## src/sv/rclbs_pkg.sv

```systemverilog
// ----------------------------------------------------------------------------
// rclbs_pkg
// Types and constants shared by the bind and data sequencer files.
// ----------------------------------------------------------------------------
`default_nettype none

package rclbs_pkg;

  localparam int HOP_COUNT        = 5;
  localparam int BIND_RETRY_LIMIT = 50;
  localparam int CONFIG_REPEATS   = 10;
  localparam int QUEUE_DEPTH      = 2;

  localparam logic [1:0] CMD_TICK       = 2'd0;
  localparam logic [1:0] CMD_START_DATA = 2'd1;
  localparam logic [1:0] CMD_START_BIND = 2'd2;
  localparam logic [1:0] CMD_OPTIONS    = 2'd3;

  localparam logic [3:0] ACT_IDLE       = 4'd0;
  localparam logic [3:0] ACT_SEND_BIND  = 4'd1;
  localparam logic [3:0] ACT_TO_RX      = 4'd2;
  localparam logic [3:0] ACT_BIND_OK    = 4'd3;
  localparam logic [3:0] ACT_SEND_DATA  = 4'd4;
  localparam logic [3:0] ACT_SEND_RXCFG = 4'd5;
  localparam logic [3:0] ACT_SEND_FS    = 4'd6;
  localparam logic [3:0] ACT_START_BIND = 4'd7;
  localparam logic [3:0] ACT_START_DATA = 4'd8;

  localparam logic [14:0] DLY_NONE   = 15'd0;
  localparam logic [14:0] DLY_SHORT  = 15'd1;
  localparam logic [14:0] DLY_START  = 15'd500;
  localparam logic [14:0] DLY_LISTEN = 15'd1000;
  localparam logic [14:0] DLY_SEND   = 15'd2000;
  localparam logic [14:0] DLY_DATA   = 15'd18000;
  localparam logic [14:0] DLY_CONFIG = 15'd20000;

  localparam logic [7:0] BYTE_O = 8'h4F;
  localparam logic [7:0] BYTE_K = 8'h4B;

  typedef struct packed {
    logic [1:0]  cmd;
    logic        rx_ready;
    logic [7:0]  rx_first_byte;
    logic [7:0]  rx_second_byte;
    logic [15:0] failsafe_signature;
  } in_item_t;

  typedef struct packed {
    logic [3:0]  action;
    logic [2:0]  hop_slot;
    logic        telemetry_take;
    logic [14:0] next_delay_us;
  } out_item_t;

  typedef struct packed {
    logic [1:0]  cmd;
    logic        rx_ready;
    logic        reply_ok;
    logic [15:0] failsafe_signature;
  } cls_item_t;

  typedef struct packed {
    logic push;
    logic pop;
  } q_ctrl_t;

  typedef struct packed {
    logic full;
    logic empty;
  } q_stat_t;

endpackage

`default_nettype wire

```

## src/sv/rclbs_front.sv

```systemverilog
// ----------------------------------------------------------------------------
// rclbs_front
// Accepts input items and classifies them for the sequencer queue.
// ----------------------------------------------------------------------------
`default_nettype none

module rclbs_front (
  input  wire logic                in_valid,
  output logic                     in_ready,
  input  wire rclbs_pkg::in_item_t in_item,
  input  wire rclbs_pkg::q_stat_t  q_stat,
  output logic                     push,
  output rclbs_pkg::cls_item_t     push_item
);

  assign in_ready = !q_stat.full;
  assign push     = in_valid && in_ready;

  always_comb begin
    push_item.cmd                = in_item.cmd;
    push_item.rx_ready           = in_item.rx_ready;
    push_item.reply_ok           = in_item.rx_ready &&
                                   (in_item.rx_first_byte == rclbs_pkg::BYTE_O) &&
                                   (in_item.rx_second_byte == rclbs_pkg::BYTE_K);
    push_item.failsafe_signature = in_item.failsafe_signature;
  end

endmodule

`default_nettype wire

```

## src/sv/rclbs_queue.sv

```systemverilog
// ----------------------------------------------------------------------------
// rclbs_queue
// Short register queue between the classifier and the sequencer.
// ----------------------------------------------------------------------------
`default_nettype none

module rclbs_queue (
  input  wire logic                 clk,
  input  wire logic                 rst_n,
  input  wire rclbs_pkg::q_ctrl_t   q_ctrl,
  input  wire rclbs_pkg::cls_item_t push_item,
  output rclbs_pkg::q_stat_t        q_stat,
  output rclbs_pkg::cls_item_t      head_item
);

  localparam int AW = (rclbs_pkg::QUEUE_DEPTH > 1) ? $clog2(rclbs_pkg::QUEUE_DEPTH) : 1;
  localparam int CW = $clog2(rclbs_pkg::QUEUE_DEPTH + 1);
  localparam logic [AW-1:0] LAST = AW'(rclbs_pkg::QUEUE_DEPTH - 1);
  localparam logic [CW-1:0] FULL = CW'(rclbs_pkg::QUEUE_DEPTH);

  rclbs_pkg::cls_item_t mem_r [rclbs_pkg::QUEUE_DEPTH];
  logic [AW-1:0] wr_ptr_r, wr_ptr_nxt;
  logic [AW-1:0] rd_ptr_r, rd_ptr_nxt;
  logic [CW-1:0] count_r, count_nxt;

  always_comb begin
    wr_ptr_nxt = wr_ptr_r;
    rd_ptr_nxt = rd_ptr_r;
    count_nxt  = count_r;
    if (q_ctrl.push) begin
      wr_ptr_nxt = (wr_ptr_r == LAST) ? '0 : wr_ptr_r + AW'(1);
    end
    if (q_ctrl.pop) begin
      rd_ptr_nxt = (rd_ptr_r == LAST) ? '0 : rd_ptr_r + AW'(1);
    end
    unique case ({q_ctrl.push, q_ctrl.pop})
      2'b10:   count_nxt = count_r + CW'(1);
      2'b01:   count_nxt = count_r - CW'(1);
      default: count_nxt = count_r;
    endcase
  end

  always_ff @(posedge clk) begin
    if (!rst_n) begin
      wr_ptr_r <= '0;
      rd_ptr_r <= '0;
      count_r  <= '0;
    end else begin
      wr_ptr_r <= wr_ptr_nxt;
      rd_ptr_r <= rd_ptr_nxt;
      count_r  <= count_nxt;
    end
  end

  always_ff @(posedge clk) begin
    if (q_ctrl.push) begin
      mem_r[wr_ptr_r] <= push_item;
    end
  end

  assign q_stat.full  = (count_r == FULL);
  assign q_stat.empty = (count_r == '0);
  assign head_item    = mem_r[rd_ptr_r];

endmodule

`default_nettype wire

```

## src/sv/rclbs_back.sv

```systemverilog
// ----------------------------------------------------------------------------
// rclbs_back
// Phase machine: steps bind, data, config and failsafe phases per item.
// ----------------------------------------------------------------------------
`default_nettype none

module rclbs_back (
  input  wire logic                 clk,
  input  wire logic                 rst_n,
  input  wire rclbs_pkg::q_stat_t   q_stat,
  input  wire rclbs_pkg::cls_item_t head_item,
  output logic                      pop,
  output logic                      out_valid,
  input  wire logic                 out_ready,
  output rclbs_pkg::out_item_t      out_item
);

  localparam logic [2:0] PH_BIND_SEND   = 3'd0;
  localparam logic [2:0] PH_BIND_RX     = 3'd1;
  localparam logic [2:0] PH_BIND_LISTEN = 3'd2;
  localparam logic [2:0] PH_DATA_SEND   = 3'd3;
  localparam logic [2:0] PH_DATA_RX     = 3'd4;
  localparam logic [2:0] PH_RXCFG       = 3'd5;
  localparam logic [2:0] PH_FAILSAFE    = 3'd6;

  localparam logic [3:0] HOP_END   = 4'(rclbs_pkg::HOP_COUNT);
  localparam logic [5:0] RETRY_LIM = 6'(rclbs_pkg::BIND_RETRY_LIMIT);
  localparam logic [5:0] CFG_LIM   = 6'(rclbs_pkg::CONFIG_REPEATS);

  logic [2:0]  phase_r, phase_nxt;
  logic [5:0]  step_r, step_nxt;
  logic [2:0]  hop_r, hop_nxt;
  logic        pending_r, pending_nxt;
  logic [15:0] last_sig_r, last_sig_nxt;
  logic        out_valid_r;
  rclbs_pkg::out_item_t out_item_r, res;

  logic [3:0] hop_inc;
  logic [2:0] hop_adv;
  logic [5:0] step_up;

  assign hop_inc = {1'b0, hop_r} + 4'd1;
  assign hop_adv = (hop_inc >= HOP_END) ? 3'd0 : hop_inc[2:0];
  assign step_up = (step_r == 6'd63) ? 6'd63 : step_r + 6'd1;

  assign pop = !q_stat.empty && (!out_valid_r || out_ready);

  always_comb begin
    phase_nxt          = phase_r;
    step_nxt           = step_r;
    hop_nxt            = hop_r;
    pending_nxt        = pending_r;
    last_sig_nxt       = last_sig_r;
    res.action         = rclbs_pkg::ACT_IDLE;
    res.telemetry_take = 1'b0;
    res.next_delay_us  = rclbs_pkg::DLY_SHORT;
    unique case (head_item.cmd)
      rclbs_pkg::CMD_START_DATA, rclbs_pkg::CMD_START_BIND: begin
        last_sig_nxt      = '0;
        pending_nxt       = 1'b1;
        res.next_delay_us = rclbs_pkg::DLY_START;
        if (head_item.cmd == rclbs_pkg::CMD_START_DATA) begin
          phase_nxt  = PH_DATA_SEND;
          res.action = rclbs_pkg::ACT_START_DATA;
        end else begin
          phase_nxt  = PH_BIND_SEND;
          res.action = rclbs_pkg::ACT_START_BIND;
        end
      end
      rclbs_pkg::CMD_OPTIONS: begin
        pending_nxt       = 1'b1;
        res.next_delay_us = rclbs_pkg::DLY_NONE;
      end
      default: begin
        unique case (phase_r)
          PH_BIND_SEND: begin
            res.action        = rclbs_pkg::ACT_SEND_BIND;
            phase_nxt         = PH_BIND_RX;
            res.next_delay_us = rclbs_pkg::DLY_SEND;
          end
          PH_BIND_RX: begin
            res.action = rclbs_pkg::ACT_TO_RX;
            phase_nxt  = PH_BIND_LISTEN;
            step_nxt   = '0;
          end
          PH_BIND_LISTEN: begin
            if (head_item.reply_ok) begin
              res.action = rclbs_pkg::ACT_BIND_OK;
              phase_nxt  = PH_DATA_SEND;
            end else begin
              if (step_r >= RETRY_LIM) begin
                phase_nxt = PH_BIND_SEND;
              end
              step_nxt          = step_up;
              res.next_delay_us = rclbs_pkg::DLY_LISTEN;
            end
          end
          PH_DATA_SEND: begin
            res.telemetry_take = head_item.rx_ready;
            if (head_item.failsafe_signature != last_sig_r) begin
              last_sig_nxt = head_item.failsafe_signature;
              step_nxt     = '0;
              phase_nxt    = PH_FAILSAFE;
            end else if (pending_r) begin
              pending_nxt = 1'b0;
              step_nxt    = '0;
              phase_nxt   = PH_RXCFG;
            end else begin
              hop_nxt           = hop_adv;
              res.action        = rclbs_pkg::ACT_SEND_DATA;
              phase_nxt         = PH_DATA_RX;
              res.next_delay_us = rclbs_pkg::DLY_SEND;
            end
          end
          PH_DATA_RX: begin
            res.action        = rclbs_pkg::ACT_TO_RX;
            phase_nxt         = PH_DATA_SEND;
            res.next_delay_us = rclbs_pkg::DLY_DATA;
          end
          PH_RXCFG: begin
            hop_nxt    = hop_adv;
            res.action = rclbs_pkg::ACT_SEND_RXCFG;
            step_nxt   = step_up;
            if (step_up >= CFG_LIM) begin
              phase_nxt = PH_DATA_SEND;
            end
            res.next_delay_us = rclbs_pkg::DLY_CONFIG;
          end
          PH_FAILSAFE: begin
            hop_nxt    = hop_adv;
            res.action = rclbs_pkg::ACT_SEND_FS;
            if (step_r >= CFG_LIM) begin
              phase_nxt = PH_DATA_SEND;
            end
            step_nxt          = step_up;
            res.next_delay_us = rclbs_pkg::DLY_CONFIG;
          end
          default: begin
          end
        endcase
      end
    endcase
    res.hop_slot = hop_nxt;
  end

  always_ff @(posedge clk) begin
    if (!rst_n) begin
      phase_r     <= PH_BIND_SEND;
      step_r      <= '0;
      hop_r       <= '0;
      pending_r   <= 1'b1;
      last_sig_r  <= '0;
      out_valid_r <= 1'b0;
    end else begin
      if (pop) begin
        phase_r    <= phase_nxt;
        step_r     <= step_nxt;
        hop_r      <= hop_nxt;
        pending_r  <= pending_nxt;
        last_sig_r <= last_sig_nxt;
      end
      if (pop) begin
        out_valid_r <= 1'b1;
      end else if (out_ready) begin
        out_valid_r <= 1'b0;
      end
    end
  end

  always_ff @(posedge clk) begin
    if (pop) begin
      out_item_r <= res;
    end
  end

  assign out_valid = out_valid_r;
  assign out_item  = out_item_r;

endmodule

`default_nettype wire

```

## src/sv/rc_link_bind_and_data_sequencer.sv

```systemverilog
// ----------------------------------------------------------------------------
// rc_link_bind_and_data_sequencer
// Radio-link bind and data phase sequencer, one result per input item.
// ----------------------------------------------------------------------------
// Every accepted item yields exactly one result. The block takes one item per
// clock cycle sustained while the output is not stalled. The accepting edge
// writes the classified item into a two-entry queue; the entry is then popped
// into the phase update, which writes the output register. A stalled output
// fills the queue, after which in_ready drops until results drain. The
// failsafe signature is supplied by the user each tick.
// ----------------------------------------------------------------------------
`default_nettype none

module rc_link_bind_and_data_sequencer (
  input  wire logic                 clk,
  input  wire logic                 rst_n,
  input  wire logic                 in_valid,
  output logic                      in_ready,
  input  wire rclbs_pkg::in_item_t  in_item,
  output logic                      out_valid,
  input  wire logic                 out_ready,
  output rclbs_pkg::out_item_t      out_item
);

  rclbs_pkg::q_ctrl_t   q_ctrl;
  rclbs_pkg::q_stat_t   q_stat;
  rclbs_pkg::cls_item_t push_item;
  rclbs_pkg::cls_item_t head_item;
  logic                 push;
  logic                 pop;

  assign q_ctrl.push = push;
  assign q_ctrl.pop  = pop;

  rclbs_front u_front (
    .in_valid  (in_valid),
    .in_ready  (in_ready),
    .in_item   (in_item),
    .q_stat    (q_stat),
    .push      (push),
    .push_item (push_item)
  );

  rclbs_queue u_queue (
    .clk       (clk),
    .rst_n     (rst_n),
    .q_ctrl    (q_ctrl),
    .push_item (push_item),
    .q_stat    (q_stat),
    .head_item (head_item)
  );

  rclbs_back u_back (
    .clk       (clk),
    .rst_n     (rst_n),
    .q_stat    (q_stat),
    .head_item (head_item),
    .pop       (pop),
    .out_valid (out_valid),
    .out_ready (out_ready),
    .out_item  (out_item)
  );

endmodule

`default_nettype wire

```

## config.mk

```make
export PLATFORM = sky130hd
export DESIGN_NAME = rc_link_bind_and_data_sequencer
export DESIGN_NICKNAME = d
export VERILOG_FILES = /design/src/sv/rclbs_pkg.sv /design/src/sv/rclbs_front.sv /design/src/sv/rclbs_queue.sv /design/src/sv/rclbs_back.sv /design/src/sv/rc_link_bind_and_data_sequencer.sv
export SDC_FILE = /design/constraint.sdc
export NUM_CORES = 1
export LEC_CHECK = 0
export BUFFER_PORTS_ARGS = -buffer_cell sky130_fd_sc_hd__clkbuf_2
export CAP_MARGIN = 25
export CORE_MARGIN = 2
export CORE_UTILIZATION = 35
export DETAILED_ROUTE_END_ITERATION = 7
export GPL_TIMING_DRIVEN = 0
export MAX_ROUTING_LAYER = met4
export PLACE_DENSITY_LB_ADDON = 0.08
export SLEW_MARGIN = 25
export SYNTH_ARGS = -nofsm -noshare
export SYNTH_HDL_FRONTEND = slang
export SYNTH_SLANG_ARGS = --single-unit
```

## constraint.sdc

```tcl
create_clock -name clk -period 3.85 [get_ports clk]
set_input_delay 0.1925 -clock clk [delete_from_list [all_inputs] [get_ports clk]]
set_output_delay 0.1925 -clock clk [all_outputs]
set_load 0.02 [all_outputs]
```

==> flow_summary.ini <==
[yosys]
synth_fa_ha_area_frac = 0.0268
synth_enable_flop_cells = 59
synthTopCellsByArea = edfxtp_1 38%, dfxtp_1 15%, mux2i_1 4.7%
yosysWarnings = 0
async_flop_share = 0
synth_compound_area_frac = 0.0877
netlist.area_leader.share = 0.380
synth.distinct_cells = 54
avgSynthCellArea_um2 = 11.5
synth_mux_area_frac = 0.113
yosysSeqAreaShare = 0.530
yosysTopAreaCell = edfxtp_1
synth_top_family_by_area = simple AND/OR/NAND/NOR gates
synthSimpleGateAreaFrac = 0.163
syn-cell-area_um2 = 4660
synth_xor_area_frac = 0.0394
synth_top_flop_cell = edfxtp_1
synth-seq-cells = 94
syn_inst = 404

[critical_path]
path_cells = buf_6 > mux2i_1 > inv_1 > ha_1 > nor3_1 > o221ai_1 > or3_1 > or3_1 > a21oi_1
worst_setup_path_end_kind = flip-flop
start_kind = flip-flop
crit_path_max_incr_delay_ps = 550
cp.arrival_ps = 3340
worstSetupPathType = reg -> reg
cpMostUsedCell = or3_1
cp.required_ps = 4120
slowest_stage = nor3_1
ff2ff_path_depth = 9
cp_max_fo = 10

[cts]
clockBufferDepth = 2
cts_tree = done
numClockSinks = 94
cts_root_buf = clkbuf_16
cts_hold_buf = 0
h-tree-depth = 3
cts-buffers-inserted = 9
clk_pin_slew_ps = 60
cts_resized = 0
postCtsSetupRepairBufs = 0
clock_latency_ps = 340

[sta]
period_needed_ps = 3070
skew_ps = 5.73
rsz0062_at_grt = false
tightest_slew_ps = 638
setup_viol = 0
relSlewSlack = 0.571
setup_tns_ps = 0
fmax_mhz = 326
post-route-period-util = 0.796
worst_slack_ps = 784
hold_viol = 0
slew_violations = 0

[finish]
syn_to_final_growth_pct = 18.3
layout.nets = 527
fin_area_um2 = 5520
layout_commonest_cell = clkbuf_2
final_layout_size_suffix_gt1_frac = 0.244
num-fill-cells = 1284
antenna_cells = 0
final_cell_mix = 60 x clkbuf_2, 59 x edfxtp_1, 35 x dfxtp_1

[status]
status = finished, final reports clean

[placed_design]
pre_cts_slack_ps = 799
placed_cell_area_um2 = 5240
numPortBuffers = 60
gp_congestion = 0.819
dp_hpwl_um = 7100

[floorplanning]
die_h_um = 119
die-area_um2 = 14300
pin_count = 64
start_util = 0.355
fp-row-count = 42
core_area_um2 = 13100
die_w_um = 119

[pwr]
leakage_nw = 2.05
power_density_nw_per_um2 = 650
max-vdd-ir-drop_v = 0.000336

[grt]
overflow = 0
antenna_found_initial = 0
grt_pass1_wl_um = 16300
grt_pass1_vias = 3273
grt_max_degree = 23
grt_usage = 0.152

[job]
max_cap_violations = 0

[routing]
num_vias = 3224
drcViolationCount = 0
drtPass1Iterations = 4
wl_um = 9890
drt_iter0_drc = 95
drtAntennaViolNets = 0
avgRoutedWirePerCell_um = 15.0
routed_via_density = 4.89

[min_path]
hold_depth = 1
worstHoldPathType = in -> reg
stage by stage:
step           std cells   util  power [mW]  hold slack, ps
2_1_floorplan        406      -        2.39             291
3_3_place_gp         642  0.395        2.74             383
3_5_place_dp         643  0.399        2.79             385
4_1_cts              659  0.420        3.65            17.6
5_1_grt              659  0.420        3.81            16.0
6_report             659  0.420        3.59            34.1
cell families (layout without fill, tap and decap cells):
group                    count (synthesis)  in the layout
multiplexers                            45             45
AO/OA/AOI/OAI                           59             59
buffers and inverters                   36            113
AND/OR/NAND/NOR                        138            138
other                                    1              3
adder cells (fa/ha/maj)                 10             10
flip-flops                              94             94
XOR/XNOR                                21             21
registers in the layout (all words and copies together), names as in the netlist, named ones only:
| name | flops |
|---|---|
| u_back.last_sig_r | 16 |
| u_queue.count_r | 2 |
| u_back.hop_r | 3 |
| u_back.step_r | 6 |
| u_queue.mem_r | 40 |
| u_back.out_item | 19 |
| u_queue.rd_ptr_r | 1 |
| u_back.pending_r | 1 |
| u_back.phase_r | 3 |
| u_back.out_valid | 1 |
| u_queue.wr_ptr_r | 1 |
synthesized netlist by cell type (10+ instances only):
| cell type | n |
|---|---|
| edfxtp_1 | 59 |
| ha_1 | 10 |
| dfxtp_1 | 35 |
| nor3_1 | 24 |
| and2_1 | 18 |
| mux2i_1 | 22 |
| clkbuf_1 | 13 |
| inv_1 | 14 |
| a31oi_1 | 11 |
| nor2_1 | 24 |
| nand2_1 | 22 |
| mux2_4 | 10 |
| o21ai_0 | 12 |
| a21oi_1 | 12 |
| xnor2_1 | 19 |
path summary, 6_finish.rpt:
kind | startpoint | endpoint | slack (ps)
max reg2reg | flip-flop | u_back.phase_r[2] | 780
min reg2reg | u_back.hop_r[0] | u_back.hop_r[0] | 500
max | flip-flop | u_back.phase_r[2] | 780
min | in_item[33] | u_queue.mem_r[0][18] | 30
layout make-up:
cell class / instances / area, µm² / share of cell area
tap: 176 / 220 / 0.0399
clock buffer: 14 / 264 / 0.0479
buffer: 21 / 129 / 0.0234
inverter: 15 / 56.3 / 0.0102
sequential: 94 / 2470 / 0.448
timing repair buffer: 61 / 328 / 0.0594
clock inverter: 2 / 16.3 / 0.00295
multi-input combinational: 276 / 2030 / 0.368
worst max-delay path, delay by kind of cell (launching register included):
| family | cells | cell delay, ps |
|---|---|---|
| buffers and inverters | 2 | 310 |
| adders and majority gates | 1 | 240 |
| AOI/OAI and AO/OA | 2 | 350 |
| DFF | 1 | 360 |
| and+or+nand+nor | 3 | 1400 |
| muxes | 1 | 330 |
routing by layer:
layer / GRT usage / vias to the layer above / wire length [µm]
li1: - / 1636 / -
met1: 0.162 / 1524 / 4250
met2: 0.271 / 52 / 5140
met3: 0.0431 / 12 / 330
met4: 0.0500 / 0 / 176
met5: - / - / 0
power by group:
group / switching (mW) / internal, mW
logic: 0.805 / 0.506
clock network: 0.361 / 0.475
registers: 0.0869 / 1.35
total: 1.25 / 2.33
(Power assumes the default switching activity.)
